<file path="config.mk">
export PLATFORM = sky130hd
export DESIGN_NAME = velocity_test_sequencer_core
export DESIGN_NICKNAME = d
export VERILOG_FILES = /design/src/design/vts_pkg.sv /design/src/design/vts_csr.sv /design/src/design/vts_step.sv /design/src/design/velocity_test_sequencer_core.sv
export SDC_FILE = /design/constraint.sdc
export NUM_CORES = 1
export LEC_CHECK = 0
export BUFFER_PORTS_ARGS = -buffer_cell sky130_fd_sc_hd__buf_2
export CAP_MARGIN = 30
export CORE_MARGIN = 2
export CORE_UTILIZATION = 35
export CTS_BUF_LIST = sky130_fd_sc_hd__clkbuf_2
export DETAILED_ROUTE_END_ITERATION = 6
export GPL_ROUTABILITY_DRIVEN = 1
export PLACE_DENSITY = 0.63
export SYNTH_ARGS = -nofsm -noshare
export SYNTH_HDL_FRONTEND = slang
export SYNTH_SLANG_ARGS = --single-unit
export TNS_END_PERCENT = 20
</file>
<file path="constraint.sdc">
create_clock -name clock -period 4 [get_ports clock]
set_clock_uncertainty 0.15 [all_clocks]
set_input_delay 0.2 -clock clock [delete_from_list [all_inputs] [get_ports clock]]
set_output_delay 0.2 -clock clock [all_outputs]
set_load 0.005 [all_outputs]
</file>
<file path="src/design/vts_pkg.sv">
// Package for the velocity test sequencer: transaction payload structs,
// configuration and state structs, phase and function codes.
// No dependencies.
package vts_pkg;

   localparam int CNT_W  = 17;
   localparam int REF_W  = 32;
   localparam int FB_W   = 16;
   localparam int CSR_AW = 3;
   localparam int CSR_DW = 32;

   localparam logic [CNT_W-1:0] CNT_MAX = {CNT_W{1'b1}};

   // Function codes of an input transaction.
   localparam logic [1:0] FUNC_TICK  = 2'd0;
   localparam logic [1:0] FUNC_START = 2'd1;
   localparam logic [1:0] FUNC_STOP  = 2'd2;

   // Configuration register indexes.
   localparam logic [CSR_AW-1:0] CSR_SQUARE_MODE       = 3'd0;
   localparam logic [CSR_AW-1:0] CSR_SQUARE_AMPLITUDE  = 3'd1;
   localparam logic [CSR_AW-1:0] CSR_STEP_AMPLITUDE    = 3'd2;
   localparam logic [CSR_AW-1:0] CSR_HALF_PERIOD_PAIRS = 3'd3;
   localparam logic [CSR_AW-1:0] CSR_STEP_TICKS        = 3'd4;
   localparam logic [CSR_AW-1:0] CSR_BAND_LOW          = 3'd5;
   localparam logic [CSR_AW-1:0] CSR_BAND_HIGH         = 3'd6;
   localparam logic [CSR_AW-1:0] CSR_TIMEOUT_LIMIT     = 3'd7;

   typedef enum logic [2:0] {
      PH_IDLE = 3'd0,
      PH_INIT = 3'd1,
      PH_RUN  = 3'd2,
      PH_STOP = 3'd3,
      PH_DONE = 3'd4
   } vts_phase_type;

   typedef struct packed {
      logic [1:0]             func;
      logic signed [FB_W-1:0] speed_feedback;
   } vts_req_type;

   typedef struct packed {
      logic signed [REF_W-1:0] speed_ref;
      logic                    servo_enable;
      logic                    finished;
      logic [2:0]              phase;
   } vts_rsp_type;

   typedef struct packed {
      logic                    square_mode;
      logic signed [REF_W-1:0] square_amplitude;
      logic signed [REF_W-1:0] step_amplitude;
      logic [15:0]             half_period_pairs;
      logic [15:0]             step_ticks;
      logic signed [FB_W-1:0]  band_low;
      logic signed [FB_W-1:0]  band_high;
      logic [15:0]             timeout_limit;
   } vts_cfg_type;

   typedef struct packed {
      vts_phase_type           phase;
      logic [CNT_W-1:0]        tick_count;
      logic                    polarity;
      logic                    stop_pending;
      logic [CNT_W-1:0]        timeout_count;
      logic                    servo_on;
      logic signed [REF_W-1:0] current_ref;
   } vts_state_type;

endpackage

</file>
<file path="src/design/vts_csr.sv">
// Configuration register bank of the velocity test sequencer.
// Depends on vts_pkg for the register indexes and the config struct.
module vts_csr import vts_pkg::*; (
   input  logic              clock,
   input  logic              reset,
   input  logic              csr_we,
   input  logic [CSR_AW-1:0] csr_index,
   input  logic [CSR_DW-1:0] csr_wdata,
   output vts_cfg_type       cfg
);

   vts_cfg_type cfg_ff;
   vts_cfg_type cfg_in;

   always_comb begin
      cfg_in = cfg_ff;
      if (csr_we) begin
         case (csr_index)
            CSR_SQUARE_MODE:       cfg_in.square_mode       = csr_wdata[0];
            CSR_SQUARE_AMPLITUDE:  cfg_in.square_amplitude  = csr_wdata;
            CSR_STEP_AMPLITUDE:    cfg_in.step_amplitude    = csr_wdata;
            CSR_HALF_PERIOD_PAIRS: cfg_in.half_period_pairs = csr_wdata[15:0];
            CSR_STEP_TICKS:        cfg_in.step_ticks        = csr_wdata[15:0];
            CSR_BAND_LOW:          cfg_in.band_low          = csr_wdata[15:0];
            CSR_BAND_HIGH:         cfg_in.band_high         = csr_wdata[15:0];
            CSR_TIMEOUT_LIMIT:     cfg_in.timeout_limit     = csr_wdata[15:0];
            default:               cfg_in = cfg_ff;
         endcase
      end
   end

   always_ff @(posedge clock) begin
      if (reset) begin
         cfg_ff <= '0;
      end else begin
         cfg_ff <= cfg_in;
      end
   end

   assign cfg = cfg_ff;

endmodule

</file>
<file path="src/design/vts_step.sv">
// Per-transaction update of the sequencer state and the result it produces.
// Purely combinational; depends on vts_pkg.
module vts_step import vts_pkg::*; (
   input  vts_cfg_type   cfg,
   input  vts_state_type state_cur,
   input  vts_req_type   req,
   output vts_state_type state_nxt,
   output vts_rsp_type   rsp
);

   logic [CNT_W-1:0] limit;
   logic [CNT_W-1:0] tick_inc;
   logic [CNT_W-1:0] tmo_inc;
   logic             settled;
   logic             finish;

   assign limit = cfg.square_mode ? {cfg.half_period_pairs, 1'b0}
                                  : {1'b0, cfg.step_ticks};
   assign tick_inc = (state_cur.tick_count < CNT_MAX) ? state_cur.tick_count + 1'b1
                                                       : state_cur.tick_count;
   assign settled = (req.speed_feedback > cfg.band_low) &&
                    (req.speed_feedback < cfg.band_high);

   // Next state.
   always_comb begin
      state_nxt = state_cur;
      tmo_inc   = state_cur.timeout_count;
      finish    = 1'b0;
      case (req.func)
         FUNC_START: begin
            state_nxt.current_ref   = '0;
            state_nxt.servo_on      = 1'b1;
            state_nxt.tick_count    = '0;
            state_nxt.timeout_count = '0;
            state_nxt.stop_pending  = 1'b0;
            state_nxt.polarity      = 1'b0;
            state_nxt.phase         = PH_INIT;
         end
         FUNC_STOP: begin
            state_nxt.stop_pending = 1'b1;
         end
         FUNC_TICK: begin
            if (state_cur.phase == PH_INIT || state_cur.phase == PH_RUN ||
                state_cur.phase == PH_STOP) begin
               state_nxt.tick_count = tick_inc;
               if (tick_inc >= limit || state_cur.stop_pending) begin
                  state_nxt.current_ref = '0;
                  state_nxt.phase       = PH_STOP;
               end
               // Init falls straight through into the running phase.
               if (state_nxt.phase == PH_INIT) begin
                  if (!cfg.square_mode) begin
                     state_nxt.current_ref = cfg.step_amplitude;
                  end
                  state_nxt.phase = PH_RUN;
               end
               if (state_nxt.phase == PH_RUN) begin
                  if (cfg.square_mode) begin
                     state_nxt.polarity    = ~state_cur.polarity;
                     state_nxt.current_ref = state_nxt.polarity ? cfg.square_amplitude
                                                                : -cfg.square_amplitude;
                  end
               end else if (state_nxt.phase == PH_STOP) begin
                  state_nxt.current_ref = '0;
                  if (state_cur.timeout_count < CNT_MAX) begin
                     tmo_inc = state_cur.timeout_count + 1'b1;
                  end
                  state_nxt.timeout_count = tmo_inc;
                  if (settled || (tmo_inc > {1'b0, cfg.timeout_limit})) begin
                     state_nxt.servo_on = 1'b0;
                     finish             = 1'b1;
                     state_nxt.phase    = PH_DONE;
                  end
               end
            end
         end
         default: begin
            state_nxt = state_cur;
         end
      endcase
   end

   // Result of the transaction.
   always_comb begin
      rsp.speed_ref    = state_nxt.current_ref;
      rsp.servo_enable = state_nxt.servo_on;
      rsp.finished     = finish;
      rsp.phase        = state_nxt.phase;
   end

endmodule

</file>
<file path="src/design/velocity_test_sequencer_core.sv">
// Top level of the velocity test sequencer: handshake stages, state registers,
// and instances of vts_csr and vts_step. Depends on vts_pkg.
//
// Velocity test sequencer. Each request transaction is a start, a stop request
// or a tick, and produces exactly one response transaction carrying the speed
// reference, the servo enable, a finished flag and the phase. A start
// clears the counters and enters init; ticks then drive a square wave (plus and
// minus square_amplitude until the tick count reaches twice half_period_pairs) or
// a step (step_amplitude until it reaches step_ticks). After the run, or after a stop
// request, the sequencer holds a zero reference and waits for the feedback to
// settle strictly inside the band or for timeout_limit to be exceeded, then
// drops the servo enable and reports finished. A transaction is registered on
// acceptance, evaluated in one pass of combinational logic while it waits in the
// input stage, and its response is registered; one transaction is accepted in
// every cycle while the response side keeps up, and the state registers are the
// only feedback path. Configuration registers must be written through the csr
// port only while no transaction is in flight; the block does not enforce this.
module velocity_test_sequencer_core import vts_pkg::*; (
   input  logic              clock,
   input  logic              reset,
   input  logic              req_valid,
   output logic              req_ready,
   input  vts_req_type       req_data,
   output logic              rsp_valid,
   input  logic              rsp_ready,
   output vts_rsp_type       rsp_data,
   input  logic              csr_we,
   input  logic [CSR_AW-1:0] csr_index,
   input  logic [CSR_DW-1:0] csr_wdata
);

   vts_cfg_type   cfg;

   // Input stage.
   logic          in_valid_ff;
   logic          in_valid_in;
   vts_req_type   in_data_ff;

   // Output stage.
   logic          out_valid_ff;
   logic          out_valid_in;
   vts_rsp_type   out_data_ff;

   // Sequencer state.
   vts_state_type state_ff;
   vts_state_type state_in;
   vts_rsp_type   step_rsp;

   logic          out_free;
   logic          advance;
   logic          req_take;

   vts_csr u_csr (
      .clock     (clock),
      .reset     (reset),
      .csr_we    (csr_we),
      .csr_index (csr_index),
      .csr_wdata (csr_wdata),
      .cfg       (cfg)
   );

   vts_step u_step (
      .cfg       (cfg),
      .state_cur (state_ff),
      .req       (in_data_ff),
      .state_nxt (state_in),
      .rsp       (step_rsp)
   );

   // The held transaction moves on whenever the response register is empty
   // or is being emptied in this same cycle.
   assign out_free  = !out_valid_ff || rsp_ready;
   assign advance   = in_valid_ff && out_free;
   assign req_ready = !in_valid_ff || advance;
   assign req_take  = req_valid && req_ready;

   assign in_valid_in  = req_take || (in_valid_ff && !advance);
   assign out_valid_in = advance || (out_valid_ff && !rsp_ready);

   always_ff @(posedge clock) begin
      if (reset) begin
         in_valid_ff  <= 1'b0;
         out_valid_ff <= 1'b0;
         state_ff     <= '0;
      end else begin
         in_valid_ff  <= in_valid_in;
         out_valid_ff <= out_valid_in;
         if (advance) begin
            state_ff <= state_in;
         end
      end
   end

   // Payload registers carry no reset.
   always_ff @(posedge clock) begin
      if (req_take) begin
         in_data_ff <= req_data;
      end
      if (advance) begin
         out_data_ff <= step_rsp;
      end
   end

   assign rsp_valid = out_valid_ff;
   assign rsp_data  = out_data_ff;

   // A finished response always reports the done phase with the servo off.
   assert property (@(posedge clock) disable iff (reset)
      (rsp_valid && rsp_data.finished) |-> (rsp_data.phase == PH_DONE && !rsp_data.servo_enable))
      else $error("finished response without done phase and servo off");

   // The servo is never left on while the sequencer is idle or done.
   assert property (@(posedge clock) disable iff (reset)
      (state_ff.phase == PH_IDLE || state_ff.phase == PH_DONE) |-> !state_ff.servo_on)
      else $error("servo enabled outside an active run");

   // With both stages full and the response stalled, no new request is taken.
   assert property (@(posedge clock) disable iff (reset)
      (in_valid_ff && rsp_valid && !rsp_ready) |-> !req_ready)
      else $error("request accepted while pipeline is stalled and full");

   // A transaction leaving the input stage always lands in the response register.
   assert property (@(posedge clock) disable iff (reset)
      advance |=> rsp_valid)
      else $error("evaluated transaction did not reach the response register");

endmodule

</file>
==> reports/qor.csv <==
metric,value,unit
Root Driver,clkbuf_2,
Critical Path AT,4.72,ns
Die Width,202,um
"top cells by area, synth","dfxtp_1 32%, edfxtp_1 12%, nand2_1 11%",
status,"finished, violations left",
initial antenna violation count,2,
first-pass GRT wire length,65.5,mm
crit start category,register,
clk sinks,274,
final hold vios,0,
synthesis-to-layout area growth,28.2,%
share of layout cells above drive strength 1,0.183,
FP Rows,72,
starting density of the core,0.354,
final instance area,17500,sq um
Pint,3940,uW
Total Routing Usage GR,0.201,
Post-synth EDFFs,55,
routability cong.,0.861,
global route overflow,0,
synth warn,0,
Die ar.,40700,sq um
post-synth top area share,0.320,
Mapped Nets,1777,
Antenna Nets Post-Route,0,
I/O pin cnt,97,
TritonCTS clock tree,yes,
Worst R2R Path Depth,18,
Final Critical Period,3.99,ns
Die Ht,202,um
slowest CP cell,nor4_4,
vias in the first global route,12400,
cell mode on critical path,buf_4,
CP required,4.72,ns
Avg Inst Size Synth,8.30,sq um
Worst VDD drop,0.000179,V
Layout Nets,2076,
period utilization,0.999,
Stages on worst setup path,18,
# H-tree levels,3,
r2r endpoint,state_ff[35],
Flop pwr share,0.520,
"CTS clk-pin slew, worst paths",0.12,ns
Max stage delay on crit path,0.42,ns
Comb pwr share,0.120,
critical path peak fanout,7,
unrepaired setup endpoints after global routing,true,
placed inst area,15000,sq um
Pwr Density,319,nW/um^2
wire length per cell,16.6,um
Hold Path Class,in -> reg,
Fmax achieved,250,MHz
final hold slack,0.0585,ns
"top cells by count, synth","393 x nand2_1, 219 x dfxtp_1, 185 x a21oi_1, 102 x nor2_1, 81 x clkbuf_1",
DRT Wirelength,41.9,mm
later-pin clock latency in the skew report,0.96,ns
failing checks,design-rule violations,
CORE AREA,38600,sq um
DR iter-0 viols,848,
Yosys reg bits,274,
Worst path top cell family by delay,simple AND/OR/NAND/NOR gates,
Crit Path Class,reg -> reg,
CP bufs+invs,4,
Mapped Cells,1649,
Leakage,0.00658,uW
Least-Margin Pin Slew,1.00,ns
first-pass iteration count of the detailed router,7,
Yosys top cell by area,dfxtp_1,
CTS buffer count,75,
Max Cap Viol,0,
"Setup violations, final",0,
Worst Setup SP,state_ff[62],
worst-path cell chain,nand4_1 > nor4_4 > a31oi_2 > buf_4 > and3_4 > xor2_1 > ha_1 > nand3_2 > o22ai_2 > nor4_2 > buf_4 > a21oi_4 > o21ai_4 > buf_4 > a31o_4 > buf_4 > a21oi_1 > a211oi_1,
Sw Ratio,0.296,
Clock power frac,0.360,
Max Slew Vio Count,0,
Longest Clk Path Bufs,3,
Remaining DRCs,3,
relative slew slack,0.331,
register area share after synthesis,0.441,
fraction of registers with async set/reset,0,
Yosys cell types,66,
Sw Pwr,1660,uW
Worst Setup EP,state_ff[35],
reg-to-reg startpoint,state_ff[62],
# port buffers,96,
Via-to-Cell Ratio,5.12,
synthesized cell area,13700,sq um
Crit. End Element,register,
largest net degree at the start of global routing,149,
post-DP HPWL,27.1,mm
top-count cell post-synth,nand2_1,
Synth Flop Type,dfxtp_1,
r2r setup slk,0.005,ns
Via Count,12900,
cells by family (layout without fill, tap and decap cells):
group,after synthesis,count (layout),synth area share
muxes,39,39,0.0287
and+or+nand+nor,638,638,0.199
buffers and inverters,159,512,0.0444
adders and majority gates,71,71,0.0648
AOI/OAI and AO/OA,410,411,0.185
xor gates and xnor gates,58,58,0.0371
DFF,274,274,0.441
other,0,1,0
metal layers:
| metal | share of wire | global-route usage | vias up |
|---|---|---|---|
| met1 | 0.44 | 0.260 | 6064 |
| met3 | 0.059 | 0.0450 | 94 |
| li1 | - | - | 6372 |
| met5 | 0.00021 | 0 | - |
| met2 | 0.46 | 0.323 | 377 |
| met4 | 0.038 | 0.0856 | 2 |
power groups by stage:
stage          Clock (uW)  Combinational [uW]  Sequential (uW)
2_1_floorplan           0                 298             2960
3_3_place_gp            0                 499             2970
3_5_place_dp            0                 512             2980
4_1_cts              2080                 619             2910
5_1_grt              2220                 725             2920
6_report             2020                 672             2910
final cells by class:
class	count	area, sq um
Multi-Input combinational cell	1217	7370
Fill cell	3778	21100
Clock inverter	26	140
Tap cell	518	648
Sequential cell	274	6050
Inverter	64	240
Timing Repair Buffer	316	2560
Antenna cell	1	2.50
Clock buffer	106	531
worst min-delay path, stage by stage:
cell	delay (ns)
dlygate4sd3_1	0.56
buf_6	0.24
a21oi_2	0.15
flip-flops by register name, indices dropped and copies added (netlist names):
name and count:
in_data_ff 18, state_ff 72, in_valid_ff 1, u_csr.cfg 145, rsp_valid 1, rsp_data 37
per-stage QoR:
stage               std cells  setup TNS (ns)  setup WS, ns  total power, uW  utilization
floorplan                1649         -0.0442       -0.0322             3260            -
global placement         2226          -0.100       -0.0635             3470        0.386
detailed placement       2229          -0.420        -0.134             3490        0.388
CTS                      2504               0      0.000344             5610        0.444
global route             2522           -5.81        -0.148             5870        0.454
finish                   2522               0       0.00525             5600        0.454
cells in the final DEF, fill, tap and decap left out, drive strengths merged, types with 11 or more instances in the layout:
master,count
a211oi,15
a21oi,185
a22oi,24
a31oi,12
buf,174
clkbuf,106
clkinv,22
dfxtp,219
dlygate4sd3,142
edfxtp,55
ha,70
inv,66
mux2i,37
nand2,393
nand2b,12
nand3,41
nand4,13
nor2,102
nor2b,13
nor3,13
o21ai,81
o31ai,11
xnor2,38
xor2,20
what timing repair did:
action	CTS	global route
gates cloned	0	4
endpoints found under the setup margin	20	89
pin swaps	2	23
endpoints found under the hold margin	253	0
setup buffers	1	12
hold buffers	142	0
gates resized for setup	14	76
worst min path at each step:
stage	start	to	depth (start not counted)
after CTS	reset	state_ff[0]	3
after global routing	reset	state_ff[20]	3
after global placement	req_data[6]	in_data_ff[6]	1
after detailed placement	req_data[0]	in_data_ff[0]	1
final	reset	state_ff[20]	3
after floorplan	req_data[0]	in_data_ff[0]	0
(Power assumes the default switching activity.)
